**src/rtl/core/spmv_pkg.sv**
```systemverilog
// Shared widths, request codes and beat structures for the CSR sparse matrix-vector core.
`default_nettype none
package spmv_pkg;

  localparam int POS_W = 10;
  localparam int VAL_W = 32;
  localparam int ACC_W = 48;
  localparam int CFG_W = 11;
  localparam int PROD_W = 2 * VAL_W;
  localparam int FRAC_BITS = 16;

  localparam logic REQ_LOAD  = 1'b0;
  localparam logic REQ_ENTRY = 1'b1;

  localparam logic signed [ACC_W-1:0] ACC_MAX = {1'b0, {(ACC_W-1){1'b1}}};
  localparam logic signed [ACC_W-1:0] ACC_MIN = {1'b1, {(ACC_W-1){1'b0}}};

  typedef struct packed {
    logic req_type;
    logic pos_ok;
    logic has_entry;
    logic row_end;
  } spmv_ctrl_t;

  typedef struct packed {
    logic signed [ACC_W-1:0] row_sum;
    logic [POS_W-1:0]        row_number;
    logic                    index_error;
    logic                    saturated;
  } spmv_res_t;

endpackage
`default_nettype wire

```
**src/rtl/core/spmv_mac.sv**
```systemverilog
// Product stage and saturating row accumulator with row bookkeeping.
`default_nettype none
module spmv_mac import spmv_pkg::*; #(
  parameter int LIM_W = 11
) (
  input  wire logic                    clk,
  input  wire logic                    rst,
  input  wire logic                    adv,
  input  wire logic                    s1_valid,
  input  wire spmv_ctrl_t              s1_ctrl,
  input  wire logic signed [VAL_W-1:0] s1_value,
  input  wire logic signed [VAL_W-1:0] rdata,
  input  wire logic [LIM_W-1:0]        limit,
  output logic                         push,
  output spmv_res_t                    push_res
);

  logic                     s2_valid;
  spmv_ctrl_t               s2_ctrl;
  logic signed [ACC_W-1:0]  s2_prod;
  logic signed [PROD_W-1:0] prod;

  logic signed [ACC_W-1:0]  acc;
  logic [POS_W-1:0]         row;
  logic                     err;
  logic                     sat;

  logic signed [ACC_W:0]    sum;
  logic                     hi_clip;
  logic                     lo_clip;
  logic                     is_entry;
  logic                     add_ok;
  logic                     row_done;
  logic                     load_bad;
  logic signed [ACC_W-1:0]  acc_next;
  logic                     err_next;
  logic                     sat_next;
  logic [POS_W:0]           row_inc;
  logic [POS_W-1:0]         row_next;

  assign prod = PROD_W'(s1_value) * PROD_W'(rdata);

  always_ff @(posedge clk) begin
    if (rst) begin
      s2_valid <= 1'b0;
    end else if (adv) begin
      s2_valid <= s1_valid;
    end
    if (adv) begin
      s2_ctrl <= s1_ctrl;
      s2_prod <= prod[PROD_W-1:FRAC_BITS];
    end
  end

  always_comb begin
    sum      = (ACC_W+1)'(acc) + (ACC_W+1)'(s2_prod);
    hi_clip  = !sum[ACC_W] && sum[ACC_W-1];
    lo_clip  = sum[ACC_W] && !sum[ACC_W-1];
    is_entry = (s2_ctrl.req_type == REQ_ENTRY);
    add_ok   = is_entry && s2_ctrl.has_entry && s2_ctrl.pos_ok;
    row_done = is_entry && (s2_ctrl.row_end || !s2_ctrl.has_entry);
    load_bad = !is_entry && !s2_ctrl.pos_ok;

    acc_next = acc;
    if (add_ok) begin
      if (hi_clip) begin
        acc_next = ACC_MAX;
      end else if (lo_clip) begin
        acc_next = ACC_MIN;
      end else begin
        acc_next = sum[ACC_W-1:0];
      end
    end
    sat_next = sat || (add_ok && (hi_clip || lo_clip));
    err_next = err || (is_entry && s2_ctrl.has_entry && !s2_ctrl.pos_ok);

    row_inc  = {1'b0, row} + (POS_W+1)'(1);
    row_next = (32'(row_inc) >= 32'(limit)) ? '0 : row_inc[POS_W-1:0];

    push = adv && s2_valid && (row_done || load_bad);
    if (load_bad) begin
      push_res = '{row_sum: '0, row_number: row, index_error: 1'b1, saturated: 1'b0};
    end else begin
      push_res = '{row_sum: acc_next, row_number: row, index_error: err_next,
                   saturated: sat_next};
    end
  end

  always_ff @(posedge clk) begin
    if (rst) begin
      acc <= '0;
      row <= '0;
      err <= 1'b0;
      sat <= 1'b0;
    end else if (adv && s2_valid && is_entry) begin
      if (row_done) begin
        acc <= '0;
        err <= 1'b0;
        sat <= 1'b0;
        row <= row_next;
      end else begin
        acc <= acc_next;
        err <= err_next;
        sat <= sat_next;
      end
    end
  end

endmodule
`default_nettype wire

```
**config.mk**
```make
export PLATFORM = sky130hd
export DESIGN_NAME = spmv_mac
export DESIGN_NICKNAME = d
export VERILOG_FILES = /design/src/rtl/core/spmv_pkg.sv /design/src/rtl/core/spmv_mac.sv
export SDC_FILE = /design/constraint.sdc
export NUM_CORES = 2
export LEC_CHECK = 0
export BUFFER_PORTS_ARGS = -buffer_cell sky130_fd_sc_hd__buf_4
export CAP_MARGIN = 20
export CORE_MARGIN = 2
export CORE_UTILIZATION = 50
export DETAILED_ROUTE_END_ITERATION = 6
export HOLD_SLACK_MARGIN = 0.06
export MAX_ROUTING_LAYER = met4
export PLACE_DENSITY = 0.73
export SETUP_SLACK_MARGIN = 0.5
export SYNTH_ARGS = -nofsm -noshare
export SYNTH_HDL_FRONTEND = slang
export SYNTH_SLANG_ARGS = --single-unit
```
**constraint.sdc**
```tcl
create_clock -name clk -period 8.3 [get_ports clk]
set_clock_uncertainty 0.15 [all_clocks]
set_input_delay 0.83 -clock clk [delete_from_list [all_inputs] [get_ports clk]]
set_output_delay 0.83 -clock clk [all_outputs]
set_load 0.1 [all_outputs]
```
==> run metrics <==
FF+latch count, synth=113; Overflow after GRT=0; relative slew slack=33.4%; wire length of the first global-routing pass=192 mm; layout cell share with drive strength beyond 1=11.0%; CP max stage cell=or4_4; CP max FO=15; startpoint types=input port; cell mode on critical path=fa_1; CP max stage delay=580 ps; Main synth FF type=dfxtp_1; RSZ-0062 raised after global routing=yes; filler instances=7498; Slew @ Worst Pin=996 ps; FMAX=0.128 GHz; nets=6317; Synth Cell Area=43400 sq um; Site Rows=108; total CTS buffers=17; Detail Placement HPWL=98.8 mm; final hold vios=0; Synthesized Nets=6149; synth unique cells=77; ys async rst share=0%; CP Capture Type=flop; area grow syn2layout=11.8%; drt first pass iters=6; die height=299 um; DIE AREA=89200 sq um; Skew-Pair Late Insertion Delay=420 ps; Tcrit/Tclk final=94.4%; synthesized instance count=4742; Hold WC Path Type=reg -> reg; Via Count=32600; hold buffers post-CTS=0; Max Slew Vio Count=0; width of the die=299 um; overall routing resource usage=28.3%; GPL Wtd Cong=0.959; Final Setup Violations=0; Multi-input gate area=36200 sq um; # DRC=0; Crit Path Category=in -> reg; pin count of the biggest net entering global routing=60; Mean Syn Cell Area=9.15 sq um; register area share after synthesis=6.41%; initial antenna violation count=4; Post-synth EDFFs=52; H-tree depth=4; outcome=completed; placed inst area=46900 sq um; Placeable Area=86300 sq um; IO Port Bufs=143; CTS Buffer Depth=2; sequential cell area=2780 sq um; warnings from Yosys=0; CP delay by family, top=adder cells; crit path DAT=7830 ps; max cap viols=0; vias in the first global route=35600; clock root buffer=clkbuf_16; CP bufs+invs=4; TritonCTS clock tree=yes; WP data required=8300 ps; DR iter-0 viols=2257; Reg clk slew, reported paths=60 ps; crit path cell chain=buf_6 -> nand2_1 -> fa_1 -> fa_1 -> fa_2 -> fa_1 -> inv_2 -> fa_1 -> fa_1 -> fa_1 -> inv_2 -> fa_1 -> inv_2 -> ha_4 -> and3_4 -> nand2_2 -> or4_4 -> a211oi_2 -> nor2_2 -> o21ai_2 -> a31oi_2 -> o31a_1 -> o41ai_2 -> xnor2_1; I/O Pins=144; Vias/cell=5.37; final wirelength=120 mm; Post-DRT Antenna Nets=0; fin area=48500 sq um; Initial Utilization=50.3%; fin crit period=7830 ps; CTS Sinks=113; routed len/inst=19.7 um
-- placed cells by master (no fill, tap or decap), types with 11 or more instances in the layout --
master     netlist  layout
a211oi_1        17      16
a21o_1          55      55
a21oi_1        139     128
a21oi_2          0      11
and2_1         512     504
and3_1          21      18
buf_12           0      23
buf_4            1     322
buf_6            0      27
buf_8            0      14
clkbuf_16        0      24
dfxtp_1         61      61
edfxtp_1        52      52
fa_1          1082    1062
fa_2             0      20
ha_1           242     231
ha_4             0      11
inv_1         1050    1036
inv_2            0      13
nand2_1        604     600
nand2b_1        23      23
nand3_1         25      23
nand4_1         22      22
nor2_1         131     129
nor2b_1         13      13
nor3_1          17      17
o211ai_1        12      12
o21a_1          17      17
o21ai_0        115     109
o21bai_1        17      17
o22ai_1         12      12
xnor2_1         70      69
xor2_1          40      40
-- synthesized netlist by cell type (all sizes together), types with 4 or more instances --
cell	number	area share [%]
a2111oi	4	0.084
a211o	4	0.081
a211oi	19	0.35
a21boi	7	0.12
a21o	55	0.95
a21oi	139	1.6
a221o	7	0.16
a22oi	8	0.14
a2bb2oi	4	0.081
a31oi	16	0.26
and2	512	7.4
and3	21	0.30
clkbuf	242	2.1
dfxtp	61	2.8
edfxtp	52	3.6
fa	1082	50
ha	242	7.0
inv	1050	9.1
mux2i	4	0.092
nand2	604	5.2
nand2b	23	0.33
nand3	25	0.29
nand4	22	0.32
nor2	131	1.1
nor2b	13	0.19
nor3	18	0.22
nor3b	7	0.12
o211a	7	0.16
o211ai	12	0.21
o21a	17	0.29
o21ai	126	1.5
o21bai	17	0.29
o22ai	12	0.17
or2	7	0.10
or3	7	0.10
xnor2	70	1.4
xor2	40	0.81
-- repair_timing --
item,CTS,global route
endpoints found under the hold margin,0,0
setup endpoints to repair,14,26
pin swaps,24,60
setup buffers,8,19
gates cloned,1,5
resized for setup,48,131
-- state kept, by name (all words and copies together), names as in the netlist --
name	cells
s2_prod	48
s2_valid	1
sat	1
is_entry	1
row	10
acc	48
err	1
s2_ctrl	3
-- worst paths after layout --
kind                startpoint          end  slack (ps)  cells after the start
setup reg to reg    s2_prod[1]      acc[45]        2400                     18
setup / recovery  s1_value[17]  s2_prod[47]         470                     24
hold reg to reg            err          err         310                      1
hold / removal             err          err         310                      1
-- area by class of cell --
type	instances	area share [%]
antenna	2	0.0103
clock buffer	21	1.02
clock inverter	11	0.204
inverter	1053	8.16
multi-input combinational	3331	74.5
sequential	113	5.73
tap	1155	2.98
timing repair buffer	394	7.38
-- per-stage QoR --
step / hold slack, ps / std cells / utilization (%) / setup slack (ps) / TNS, ps
finish: 315 / 6080 / 56.2 / 467 / 0
CTS: 321 / 6053 / 55.3 / 468 / 0
detailed placement: 306 / 6012 / 54.3 / -98.6 / -233
global placement: 296 / 6012 / 54.3 / -2.76 / -2.76
global route: 344 / 6080 / 56.2 / 221 / 0
floorplan: 285 / 4742 / - / 119 / 0
-- cells by family after synthesis --
logic type | share of synthesized area, %
buffers and inverters | 11.2
xor gates and xnor gates | 2.22
and+or+nand+nor | 15.9
DFF | 6.41
adders and majority gates | 56.9
muxes | 0.0922
AOI/OAI and AO/OA | 7.23
-- per-layer routing --
metal | global-route usage, % | vias up | wire length, um
met2 | 46.4 | 1192 | 57300
met5 | - | - | 0
li1 | - | 14400 | -
met4 | 8.23 | 0 | 4540
met1 | 37.2 | 16800 | 49500
met3 | 3.28 | 229 | 8450
Power is left out: the tool's default activity adds up to more than one toggle a clock period on the data nets, which glitch-free logic cannot reach.
